File: src/hw/rtl/tnis_pkg.sv
// ----------------------------------------------------------------------------
// tnis_pkg
// Shared types and constants for the top-N insertion sorter.
// ----------------------------------------------------------------------------
`default_nettype none

package tnis_pkg;

	localparam int KEEP_COUNT = 8;
	localparam int CNT_W      = (KEEP_COUNT > 1) ? $clog2(KEEP_COUNT) : 1;

	localparam int PT_W   = 16;
	localparam int ETA_W  = 9;
	localparam int PHI_W  = 10;
	localparam int KIND_W = 4;
	localparam int Z0_W   = 10;

	typedef struct packed {
		logic [PT_W-1:0]   obj_pt;
		logic [ETA_W-1:0]  obj_eta;
		logic [PHI_W-1:0]  obj_phi;
		logic [KIND_W-1:0] obj_kind;
		logic [Z0_W-1:0]   obj_z0;
		logic              set_end;
	} obj_t;

	typedef struct packed {
		logic [PT_W-1:0]   out_pt;
		logic [ETA_W-1:0]  out_eta;
		logic [PHI_W-1:0]  out_phi;
		logic [KIND_W-1:0] out_kind;
		logic [Z0_W-1:0]   out_z0;
		logic              out_last;
	} res_t;

	// one stored rank
	typedef struct packed {
		logic [PT_W-1:0]   pt;
		logic [ETA_W-1:0]  eta;
		logic [PHI_W-1:0]  phi;
		logic [KIND_W-1:0] kind;
		logic [Z0_W-1:0]   z0;
	} entry_t;

	// controller -> datapath
	typedef struct packed {
		logic insert;   // insert the incoming item into the ranks
		logic load;     // move rank 0 to the output register, shift ranks up
		logic last;     // the item loaded is the final one of the set
	} cmd_t;

endpackage

`default_nettype wire

File: src/hw/rtl/tnis_datapath.sv
// ----------------------------------------------------------------------------
// tnis_datapath
// Rank cells with parallel compare-and-shift insert, drain shift and
// output register.
// ----------------------------------------------------------------------------
`default_nettype none

module tnis_datapath (
	input  wire logic          clk,
	input  wire logic          arst_n,
	input  wire tnis_pkg::cmd_t cmd,
	input  wire tnis_pkg::obj_t in_data,
	output tnis_pkg::res_t     out_data
);
	import tnis_pkg::*;

	entry_t                 rank_q [KEEP_COUNT];
	entry_t                 rank_d [KEEP_COUNT];
	logic [KEEP_COUNT-1:0]  take;
	entry_t                 item;
	res_t                   out_q;

	assign item = '{pt: in_data.obj_pt, eta: in_data.obj_eta, phi: in_data.obj_phi,
		kind: in_data.obj_kind, z0: in_data.obj_z0};

	// ranks are sorted descending, so take[] is a run of zeros then ones
	always_comb begin
		for (int i = 0; i < KEEP_COUNT; i++) begin
			take[i] = (rank_q[i].pt <= item.pt);
		end
	end

	always_comb begin
		for (int i = 0; i < KEEP_COUNT; i++) begin
			rank_d[i] = rank_q[i];
			if (cmd.load) begin
				if (i == KEEP_COUNT - 1) begin
					rank_d[i] = '0;
				end else begin
					rank_d[i] = rank_q[(i + 1) % KEEP_COUNT];
				end
			end else if (cmd.insert && take[i]) begin
				if (i == 0) begin
					rank_d[i] = item;
				end else if (!take[(i + KEEP_COUNT - 1) % KEEP_COUNT]) begin
					rank_d[i] = item;
				end else begin
					rank_d[i] = rank_q[(i + KEEP_COUNT - 1) % KEEP_COUNT];
				end
			end
		end
	end

	always_ff @(posedge clk or negedge arst_n) begin
		if (!arst_n) begin
			for (int i = 0; i < KEEP_COUNT; i++) begin
				rank_q[i] <= '0;
			end
		end else begin
			for (int i = 0; i < KEEP_COUNT; i++) begin
				rank_q[i] <= rank_d[i];
			end
		end
	end

	always_ff @(posedge clk) begin
		if (cmd.load) begin
			out_q <= '{out_pt: rank_q[0].pt, out_eta: rank_q[0].eta,
				out_phi: rank_q[0].phi, out_kind: rank_q[0].kind,
				out_z0: rank_q[0].z0, out_last: cmd.last};
		end
	end

	assign out_data = out_q;

endmodule

`default_nettype wire

File: src/hw/rtl/tnis_ctrl.sv
// ----------------------------------------------------------------------------
// tnis_ctrl
// Fill/drain controller: accepts items, then unloads all ranks on set end.
// ----------------------------------------------------------------------------
`default_nettype none

module tnis_ctrl (
	input  wire logic           clk,
	input  wire logic           arst_n,
	input  wire logic           in_valid,
	input  wire logic           in_set_end,
	output logic                in_stall,
	output logic                out_valid,
	input  wire logic           out_stall,
	output tnis_pkg::cmd_t      cmd
);
	import tnis_pkg::*;

	localparam logic ST_FILL  = 1'b0;
	localparam logic ST_DRAIN = 1'b1;

	logic             state_q;
	logic [CNT_W-1:0] cnt_q;
	logic             out_valid_q;
	logic             accept;
	logic             load;
	logic             at_last;

	assign in_stall = (state_q == ST_DRAIN);
	assign accept   = in_valid && !in_stall;
	assign at_last  = (cnt_q == CNT_W'(KEEP_COUNT - 1));
	assign load     = (state_q == ST_DRAIN) && (!out_valid_q || !out_stall);

	assign cmd.insert = accept;
	assign cmd.load   = load;
	assign cmd.last   = at_last;
	assign out_valid  = out_valid_q;

	always_ff @(posedge clk or negedge arst_n) begin
		if (!arst_n) begin
			state_q     <= ST_FILL;
			cnt_q       <= '0;
			out_valid_q <= 1'b0;
		end else begin
			unique case (state_q)
				ST_FILL: begin
					if (accept && in_set_end) begin
						state_q <= ST_DRAIN;
					end
				end
				ST_DRAIN: begin
					if (load) begin
						if (at_last) begin
							state_q <= ST_FILL;
							cnt_q   <= '0;
						end else begin
							cnt_q <= cnt_q + 1'b1;
						end
					end
				end
				default: state_q <= ST_FILL;
			endcase
			if (load) begin
				out_valid_q <= 1'b1;
			end else if (!out_stall) begin
				out_valid_q <= 1'b0;
			end
		end
	end

	a_drain_stalls: assert property (@(posedge clk) disable iff (!arst_n)
		(state_q == ST_DRAIN) |-> in_stall)
		else $error("input taken during drain");
	a_set_end_drains: assert property (@(posedge clk) disable iff (!arst_n)
		(accept && in_set_end) |=> (state_q == ST_DRAIN) && (cnt_q == '0))
		else $error("set end did not start drain");
	a_last_ends_drain: assert property (@(posedge clk) disable iff (!arst_n)
		(load && at_last) |=> (state_q == ST_FILL) && out_valid_q)
		else $error("drain did not finish on last rank");
	a_fill_cnt_zero: assert property (@(posedge clk) disable iff (!arst_n)
		(state_q == ST_FILL) |-> (cnt_q == '0))
		else $error("rank counter not clear in fill");

endmodule

`default_nettype wire

File: src/hw/rtl/top_n_insertion_sorter.sv
// Items are inserted into the ranks, one item per cycle while not unloading.
// On a set-end item the ranks are unloaded through the output register, one per
// cycle unless the output stalls: KEEP_COUNT results, the first valid once the
// controller is in drain and rank 0 is registered. Input stalls while unloading.
// Reset (arst_n low) clears all ranks to zero and clears out_valid.
// ----------------------------------------------------------------------------
// top_n_insertion_sorter
// Keeps the highest-pt objects of a set in descending order, emits on set end.
// ----------------------------------------------------------------------------
`default_nettype none

module top_n_insertion_sorter (
	input  wire logic           clk,
	input  wire logic           arst_n,
	input  wire logic           in_valid,
	output logic                in_stall,
	input  wire tnis_pkg::obj_t in_data,
	output logic                out_valid,
	input  wire logic           out_stall,
	output tnis_pkg::res_t      out_data
);
	import tnis_pkg::*;

	cmd_t cmd;

	tnis_ctrl u_ctrl (
		.clk        (clk),
		.arst_n     (arst_n),
		.in_valid   (in_valid),
		.in_set_end (in_data.set_end),
		.in_stall   (in_stall),
		.out_valid  (out_valid),
		.out_stall  (out_stall),
		.cmd        (cmd)
	);

	tnis_datapath u_datapath (
		.clk      (clk),
		.arst_n   (arst_n),
		.cmd      (cmd),
		.in_data  (in_data),
		.out_data (out_data)
	);

endmodule

`default_nettype wire
File: config.mk
export PLATFORM = sky130hd
export DESIGN_NAME = top_n_insertion_sorter
export DESIGN_NICKNAME = d
export VERILOG_FILES = /design/src/hw/rtl/tnis_pkg.sv /design/src/hw/rtl/tnis_datapath.sv /design/src/hw/rtl/tnis_ctrl.sv /design/src/hw/rtl/top_n_insertion_sorter.sv
export SDC_FILE = /design/constraint.sdc
export NUM_CORES = 1
export LEC_CHECK = 0
export BUFFER_PORTS_ARGS = -buffer_cell sky130_fd_sc_hd__buf_2
export CAP_MARGIN = 5
export CORE_MARGIN = 3
export CORE_UTILIZATION = 29
export DETAILED_ROUTE_END_ITERATION = 10
export MAX_ROUTING_LAYER = met4
export PLACE_DENSITY_LB_ADDON = 0.15
export SYNTH_ARGS = -nofsm -noshare
export SYNTH_HDL_FRONTEND = slang
export SYNTH_SLANG_ARGS = --single-unit
File: constraint.sdc
create_clock -name clk -period 3.25 [get_ports clk]
set_input_delay 0.1625 -clock clk [delete_from_list [all_inputs] [get_ports clk]]
set_output_delay 0.1625 -clock clk [all_outputs]
set_load 0.1 [all_outputs]
======== Yosys cells after proc, flatten, opt, wreduce, memory -nomap -nowiden ========
Index checks and enable logic that the tools add are counted.
storage, ports and cells
  register bits ........................... 447
  bits of input ports ..................... 54
  output and inout port bits .............. 52
  logic and storage cells ................. 115
cells by class
  add/sub/neg operators ................... 1
  order comparisons ....................... 8
  eq/ne operators ......................... 2
  multiplexer cells ....................... 30
  bitwise gates (word level) .............. 1
  reductions and logical operators ........ 24
operators by type and width
  cell                                                    count
  2-to-1 mux 49 bit                                       23
  less-or-equal comparator 16 bit                         8
  nonzero test 2 bit                                      8
  logical AND 1 bit                                       11
  2-to-1 mux 1 bit                                        5
  adder 3 x 1 -> 3 bit (second input constant)            1
  equality test 3 bit (second input constant)             1
  zero test 1 bit                                         3
  2-to-1 mux 3 bit                                        1
  inequality test 2 x 1 -> 1 bit (second input constant)  1
  case mux 1 bit (2 select lines)                         1
  AND reduction 2 bit                                     1
  logical OR 1 bit                                        1
  NOT 1 bit                                               1

======== Logic depth before layout (Yosys ltp) ========
Gate-level depths: netlist of run 1.
  word-level depth ........................ 5
  mapped depth ............................ 12
  gate-level depth less buffers ........... 8

======== By module ========
From an unflattened synthesis of run 1, not the netlist that was laid out.
unflattened totals
  cells, all modules ...................... 2361
  area total of the unflattened synthesis .. 24676.2 um2
modules (own cells, without submodules)
  module         instances  cells an instance  area an instance (um2)  seq. area each (um2)
  tnis_datapath  1          2340               24412.2                 11310.8
  tnis_ctrl      1          21                 264.0                   125.1

======== Least setup slack after synthesis of run 1 ========
No wires, ideal clock.
  path kind ............................... flip-flop to flip-flop
  from .................................... register u_ctrl.state_q, in the netlist u_ctrl.in_stall
  to ...................................... register u_datapath.out_q, in the netlist u_datapath.out_data[0] (enable)
  setup time .............................. 434 ps
  data arrival time ....................... 3356 ps
  required time ........................... 2816 ps
  path slack .............................. -539 ps
  cell stages (with the launch flop) ...... 5
  path buffers ............................ 2
  clock period less this slack ............ 3789 ps
  path through ............................ dfrtp_1 > nand2_1 > inv_2 > clkbuf_1 > clkbuf_1
on the way
  word-level cells in the longest chain between the ends .. 1
RTL lines
  element                   RTL line             text
  start: declaration        tnis_ctrl.sv:22      logic state_q;
  start signal: assignment  tnis_ctrl.sv:41      state_q <= ST_FILL;
  start signal: assignment  tnis_ctrl.sv:48      state_q <= ST_DRAIN;
  start signal: assignment  tnis_ctrl.sv:54      state_q <= ST_FILL;
  logical AND 1 bit         tnis_ctrl.sv:32      assign load = (state_q == ST_DRAIN) && (!out_valid_q || !out_stall);
  net u_ctrl.load           tnis_ctrl.sv:26      logic load;
  end signal: assignment    tnis_datapath.sv:68  out_q <= '{out_pt: rank_q[0].pt, out_eta: rank_q[0].eta,
  end: declaration          tnis_datapath.sv:21  res_t out_q;
The timed path passes the listed nets, and every way through them passes these cells.
A chain may end at the register's enable or synchronous reset.

======== Final worst setup path of run 1 ========
  from .................................... register u_datapath.rank_q[195] (netlist bit)
  to ...................................... register u_datapath.rank_q[131] (netlist bit)
on the way
  word-level cells in the longest chain between the ends .. 4
RTL lines
  element                           RTL line             text
  start: declaration                tnis_datapath.sv:17  entry_t rank_q [KEEP_COUNT];
  start signal: indexed assignment  tnis_datapath.sv:61  rank_q[i] <= rank_d[i];
  less-or-equal comparator 16 bit   tnis_datapath.sv:29  take[i] = (rank_q[i].pt <= item.pt);
  2-to-1 mux 49 bit                 tnis_datapath.sv:45  end else if (!take[(i + KEEP_COUNT - 1) % KEEP_COUNT]) begin
  2-to-1 mux 49 bit                 tnis_datapath.sv:42  end else if (cmd.insert && take[i]) begin
  2-to-1 mux 49 bit                 tnis_datapath.sv:36  if (cmd.load) begin
No other way between the ends. The select of a mux whose other input is x is not followed.

==> run summary, run 1 <==
Crit Path Category -> flip-flop to flip-flop
first-pass GRT wire length -> 175 mm
critical path arrival -> 3.61 ns
DIE AREA -> 97600 um^2
worst hold path depth -> 4
CTS clk-pin slew, worst paths -> 0.06 ns
vias in the first global route -> 25400
Synth Area in XOR/XNOR -> 0%
flip-flop and latch area -> 11400 um^2
mapped cell area -> 27200 um^2
post-synthesis mux area share -> 8.94%
clock share of power -> 19.9%
pre-CTS setup slack -> -0.0668 ns
wire length per cell -> 27.0 um
max-cap violation count -> 0
Post-Place Cell Area -> 30900 um^2
RSZ-0062 raised after global routing -> false
Worst-Skew Late Latency -> 0.64 ns
Top Layer Used -> met4
Hold Crit Class -> primary input to flip-flop
simple-gate area share of the yosys netlist -> 15.1%
Peak supply drop -> 0.395 mV
WL met2 -> 51.2 mm
gr ovfl total -> 0
post-synth top area cell -> dfrtp_1
Leakage -> 14.2 nW
# setup viols final -> 0
NumNets Final -> 3236
routed wire length on met3 -> 9.25 mm
largest family of logic cells by synthesized area -> compound AO/OA/AOI/OAI gates
Post-Synth Adder-Cell Area -> 5.97%
run status -> complete, no violations
Int Pwr -> 17.7 mW
Layout area overhead -> 22.0%
pwr dens -> 995 nW/um^2
largest net degree at the start of global routing -> 134
remaining antenna violation count -> 0
Detailed Route WL -> 117 mm
skew final -> 0.0265 ns
Initial Util -> 29.5%
Finished Cell Area -> 33200 um^2
Post-Syn Nets -> 3088
pins over their slew limit -> 0
reg2reg setup slack -> 0.11 ns
initial DRC count -> 2999
fillers -> 9282
main flop type after synthesis -> dfrtp_1
DR DRC count -> 0
Yosys reg bits -> 447
H-Tree Depth -> 2
DP Wirelength -> 82.5 mm
period utilisation layout -> 96.5%
vias per cell -> 5.93
area of the multi-input gates -> 14500 um^2
max frequency -> 0.319 GHz
Hold Path Origin -> in_data[35]
Reg2Reg Capture Point -> u_datapath.rank_q[131]$_DFFE_PN0P_
R2R depth -> 10
Post-Synthesis Mean Instance Area -> 9.38 um^2
Synth top area share -> 36.5%
Logic pwr share -> 48.4%
routability cong. -> 0.889
crit end category -> flip-flop
Post-CTS Setup Bufs -> 0
Post-synth top cells -> dfrtp_1 (397), nand2_1 (349), mux2i_1 (241)
ranking of synthesized cells by area -> dfrtp_1 (36%), mux2i_1 (8.9%), ha_1 (6.0%)
Root Buffer -> clkbuf_16
post-synthesis compound-gate area fraction -> 22.2%
max_slew headroom -> 38.9%
post-layout min period -> 3.14 ns
count leader, synth -> dfrtp_1
Clock Sinks -> 447
number of port buffers -> 105
vias -> 25800
layout cells sized above 1 -> 16.1%
wire length on met1 -> 53.9 mm
CP startpoint kind -> flip-flop
Seq/Total Area, Yosys -> 42.0%
Final WS setup -> 0.112 ns
Net Sw Frac -> 46.4%
Post-synth EDFFs -> 50
Clock Path Buffers -> 3
Core Area -> 92400 um^2
Post-synth ARST share -> 88.8%
drt pass-1 iters -> 6
Num CTS Buffers -> 55
Rows -> 111
Tot GR Track Use -> 24.1%
initial antenna violation count -> 7
Crit path required time -> 3.72 ns
TritonCTS clock tree -> done
sequential power share -> 31.8%
cell count after synthesis -> 2904
I/O Pins -> 106
Die X -> 312 um
Ys Warns -> 0
Layout Utilization -> 36.0%
Crit Reg-Reg Startpoint -> u_datapath.rank_q[195]$_DFFE_PN0P_
Hold Vio Cnt, Final -> 0
Slew @ Worst Pin -> 0.917 ns
Hold Path Sink -> u_datapath.rank_q[377]$_DFFE_PN0P_
Synth cell types -> 66
P_sw -> 15.3 mW
worst-path maximum fanout -> 12
die height -> 312 um
[worst max path at each step]
stage                     cells after the start                            endpoint                                from
after global placement                       12  u_datapath.rank_q[315]$_DFFE_PN0P_                         in_data[47]
after detailed placement                     12  u_datapath.rank_q[296]$_DFFE_PN0P_                         in_data[47]
after floorplan                               4    u_datapath.out_data[0]$_DFFE_PP_           u_ctrl.in_stall$_DFF_PN0_
after CTS                                     9  u_datapath.rank_q[315]$_DFFE_PN0P_  u_datapath.rank_q[342]$_DFFE_PN0P_
after global routing                          9  u_datapath.rank_q[320]$_DFFE_PN0P_  u_datapath.rank_q[391]$_DFFE_PN0P_
final                                        10  u_datapath.rank_q[131]$_DFFE_PN0P_  u_datapath.rank_q[195]$_DFFE_PN0P_
[power groups by stage]
stage          clock network [mW]  registers, mW  logic [mW]
6_report                     6.57           10.5        16.0
5_1_grt                      6.91           10.8        17.2
4_1_cts                      6.71           10.4        15.9
3_5_place_dp                    0           10.5        15.8
3_3_place_gp                    0           10.4        15.5
2_1_floorplan                   0           11.5        8.71
[registers in the layout, summed over array words and instances (netlist names)]
| register | count |
|---|---|
| u_ctrl.cnt_q | 3 |
| u_datapath.rank_q | 392 |
| u_ctrl.out_valid | 1 |
| u_datapath.out_data | 50 |
| u_ctrl.in_stall | 1 |
[timing repair]
action                     in CTS  in global routing
setup endpoints to repair       0                 15
hold buffers                   42                  0
gates resized for setup         0                  2
hold endpoints to repair      227                  0
[cell families (layout without fill, tap and decap cells)]
family / count (synthesis) / in the layout
adders and majority gates: 130 / 130
buffers and inverters: 400 / 593
muxes: 243 / 243
and+or+nand+nor: 830 / 830
AOI/OAI and AO/OA: 854 / 854
DFF: 447 / 447
other: 0 / 3
[area by class of cell]
cell class / count / area share (%)
multi-input combinational: 2057 / 43.6
sequential: 447 / 34.4
timing repair buffer: 383 / 10.3
clock buffer: 81 / 4.83
tap: 1243 / 4.68
inverter: 108 / 1.24
clock inverter: 21 / 0.855
antenna: 3 / 0.0226
[placed cells by master (no fill, tap or decap), types with 12 or more instances in the layout]
master | netlist | routed
mux2i_1 | 241 | 241
o21ai_0 | 154 | 154
dlygate4sd3_1 | 0 | 42
nor2_1 | 90 | 86
buf_2 | 42 | 104
buf_4 | 5 | 180
a21o_1 | 13 | 12
ha_1 | 130 | 130
a211oi_1 | 29 | 29
dfrtp_1 | 397 | 397
nand2_1 | 349 | 344
a2111oi_0 | 24 | 23
clkbuf_16 | 0 | 56
a31oi_1 | 59 | 56
a31o_2 | 27 | 26
o221ai_1 | 46 | 46
a221oi_1 | 25 | 25
nand4_1 | 167 | 167
nor3_1 | 24 | 23
o311ai_0 | 19 | 18
a22oi_1 | 28 | 28
o21ai_1 | 24 | 22
edfxtp_1 | 50 | 50
and4_1 | 26 | 26
buf_12 | 0 | 56
nand3_1 | 42 | 40
o22ai_1 | 45 | 45
nor4_1 | 25 | 23
and3_1 | 78 | 78
inv_1 | 107 | 107
o211a_1 | 19 | 19
a221o_1 | 44 | 44
clkbuf_1 | 228 | 14
o211ai_1 | 168 | 168
a22o_1 | 18 | 18
a21oi_1 | 76 | 75
[critical path: stages (launching register included)]
cell,delay (ns)
dfrtp_1,0.46
ha_1,0.34
nand4_1,0.12
buf_4,0.23
nor4_2,0.54
o32ai_4,0.21
buf_4,0.25
a22o_1,0.20
nor4_1,0.36
buf_4,0.19
o22ai_1,0.06
[through the flow]
stage	instances	hold slack (ns)	TNS [ns]	total power [mW]
finish	4343	0.0561	0	33.1
global route	4342	0.0501	0	34.9
CTS	4340	0.00854	0	33.0
detailed placement	4196	0.276	-0.724	26.3
global placement	4196	0.278	-0.338	26.0
floorplan	2904	-0.133	0	20.2
[per-layer routing]
metal  track usage (%)  up-vias
li1                  -    11400
met1              33.9    13100
met2              35.2     1129
met3              4.63      169
met4              6.62        0
met5                 -        -
Power figures use the tool's default switching activity.
==> inputs of run 2 (changes only) <==
--- a/config.mk
+++ b/config.mk
@@ -9,6 +9,7 @@
 export CAP_MARGIN = 5
 export CORE_MARGIN = 3
 export CORE_UTILIZATION = 29
+export CTS_BUF_LIST = sky130_fd_sc_hd__clkbuf_8
 export DETAILED_ROUTE_END_ITERATION = 10
 export MAX_ROUTING_LAYER = met4
 export PLACE_DENSITY_LB_ADDON = 0.15
==> run 2 against run 1 <==
Effect of this change:
- clock power is 9.4% lower
- clock skew is 0.019 ns higher
- global-route usage is 0.076 points higher
- combinational power hardly changed
- largest power group unchanged
- largest cell class unchanged
- sequential share of layout area hardly changed
- die area stayed put
==> run summary, run 2 (synthesis results as in run 1) <==
wire length per cell -> 26.6 um (-1.3%)
Hold Vio Cnt, Final -> 0 (unchanged)
remaining antenna violation count -> 0 (unchanged)
Largest Register -> u_datapath.rank_q
Detailed Route WL -> 117 mm (+0.15%)
largest net degree at the start of global routing -> 134 (unchanged)
Initial Util -> 29.5% (unchanged)
worst-path maximum fanout -> 12 (unchanged)
period utilisation layout -> 96.8% (+0.27 points)
pins over their slew limit -> 0 (unchanged)
vias per cell -> 5.92 (-0.17%)
post-layout min period -> 3.15 ns (+0.00862 ns)
routability cong. -> 0.889 (unchanged)
Layout Utilization -> 36.0% (about the same)
Tot GR Track Use -> 24.2% (+0.076 points)
Die X -> 312 um (unchanged)
gr ovfl total -> 0 (unchanged)
most common cell after layout, fill and taps aside -> dfrtp_1
critical path launch point -> u_datapath.rank_q[195]$_DFFE_PN0P_
TritonCTS clock tree -> done
initial antenna violation count -> 8 (+1)
number of port buffers -> 105 (unchanged)
Power Total -> 32.5 mW (-1.8%)
crit end category -> flip-flop
commonest non-fill, non-tap cells in the layout -> dfrtp_1 (397), nand2_1 (344), mux2i_1 (241)
Setup Total Neg Slack -> 0 ns (unchanged)
DP Wirelength -> 82.5 mm (unchanged)
skew final -> 0.0460 ns (+0.0195 ns)
critical path arrival -> 3.68 ns (+0.07 ns)
first-pass GRT wire length -> 175 mm (+0.30%)
Core Area -> 92400 um^2 (unchanged)
Clock Path Buffers -> 3 (unchanged)
Crit Path Category -> flip-flop to flip-flop
max-cap violation count -> 0 (unchanged)
run status -> complete, no violations
max frequency -> 0.318 GHz (-0.27%)
Leakage -> 14.4 nW (+0.91%)
# setup viols final -> 0 (unchanged)
vias in the first global route -> 25800 (+1.6%)
Crit path required time -> 3.78 ns (+0.06 ns)
Root Buffer -> clkbuf_8
fillers -> 9311 (+0.31%)
Crit Reg-Reg Startpoint -> u_datapath.rank_q[195]$_DFFE_PN0P_
vias -> 26100 (+1.3%)
pwr dens -> 977 nW/um^2 (-1.8%)
Layout area overhead -> 21.9% (about the same)
WHS -> 0.0714 ns (+0.0153 ns)
max_slew headroom -> 39.7% (+0.80 points)
RSZ-0062 raised after global routing -> false
CP startpoint kind -> flip-flop
Post-CTS Setup Bufs -> 0 (unchanged)
initial DRC count -> 2879 (-4.0%)
Num CTS Buffers -> 85 (+55%)
Rows -> 111 (unchanged)
H-Tree Depth -> 3 (+1)
Hold Path Origin -> in_data[38]
CTS clk-pin slew, worst paths -> 0.06 ns (about the same)
max reg flops -> 392 (unchanged)
flip-flop and latch area -> 11400 um^2 (unchanged)
DR DRC count -> 0 (unchanged)
drt pass-1 iters -> 8 (+2)
area of the multi-input gates -> 14500 um^2 (about the same)
DIE AREA -> 97600 um^2 (unchanged)
NumNets Final -> 3276 (+1.2%)
die height -> 312 um (unchanged)
Hold Crit Class -> primary input to flip-flop
fin cells -> 4406 (+1.5%)
Peak supply drop -> 0.391 mV (-0.99%)
layout cells sized above 1 -> 16.9% (+0.79 points)
Cells after DPL -> 4196 (unchanged)
Slew @ Worst Pin -> 0.905 ns (-0.0120 ns)
Worst-Skew Late Latency -> 0.72 ns (+0.08 ns)
I/O Pins -> 106 (unchanged)
Clock Sinks -> 447 (unchanged)
[run 2: changes by cell type in the layout (fill, tap and decap cells not counted), moves of 3 or more]
cell and change:
inv_8 +3, clkbuf_8 +94, clkbuf_16 -56, dlygate4sd3_1 +10
inv_1 +27, clkinv_1 +4, clkbuf_1 -14
[run 2: worst paths after layout]
path	end	cells after the start	slack, ns
worst max-delay path	u_datapath.rank_q[131]$_DFFE_PN0P_	10	0.10
worst min-delay path	u_datapath.rank_q[37]$_DFFE_PN0P_	4	0.07
worst max register to register	u_datapath.rank_q[131]$_DFFE_PN0P_	10	0.10
worst min register to register	u_ctrl.cnt_q[1]$_DFFE_PN0P_	2	0.50
max in group asynchronous	u_datapath.rank_q[334]$_DFFE_PN0P_	4	2.11
min in group asynchronous	u_datapath.rank_q[178]$_DFFE_PN0P_	2	0.09
[run 2: final cells by class]
| cell class | instances | share of cell area, % |
|---|---|---|
| inverter | 108 | 1.24 |
| sequential | 447 | 34.4 |
| clock inverter | 49 | 0.998 |
| tap | 1243 | 4.68 |
| antenna | 4 | 0.0301 |
| multi-input combinational | 2057 | 43.6 |
| clock buffer | 105 | 4.35 |
| timing repair buffer | 393 | 10.6 |
[run 2: power breakdown]
part | internal (mW) | switching, mW | leakage (nW)
logic | 5.72 | 10.3 | 7.75
clock network | 3.24 | 2.71 | 1.01
registers | 8.12 | 2.38 | 5.61
[run 2: routing by layer]
layer / up-vias / wire length, um / GRT usage, %
li1: 11500 / - / -
met4: 0 / 2590 / 7.38
met5: - / 0 / -
met1: 13100 / 53600 / 33.7
met2: 1256 / 51500 / 35.4
met3: 190 / 9660 / 4.48
[run 2: through the flow]
step           setup WS (ns)  cell area [um^2]
5_1_grt              0.00102             33200
3_5_place_dp         -0.0668             30900
2_1_floorplan          0.276             27200
3_3_place_gp         -0.0379             30900
6_report               0.104             33200
4_1_cts               0.0952             33200
[run 2: what timing repair did]
item | in CTS | in global routing
endpoints found under the setup margin | 0 | 11
endpoints found under the hold margin | 318 | 0
hold buffers | 52 | 0
gates resized for setup | 0 | 1
[run 2: critical path, cell delays in order, from the launching register on]
cell,delay [ns]
dfrtp_1,0.46
ha_1,0.35
nand4_1,0.11
buf_4,0.23
nor4_2,0.55
o32ai_4,0.21
buf_4,0.25
a22o_1,0.20
nor4_1,0.37
buf_4,0.19
o22ai_1,0.06
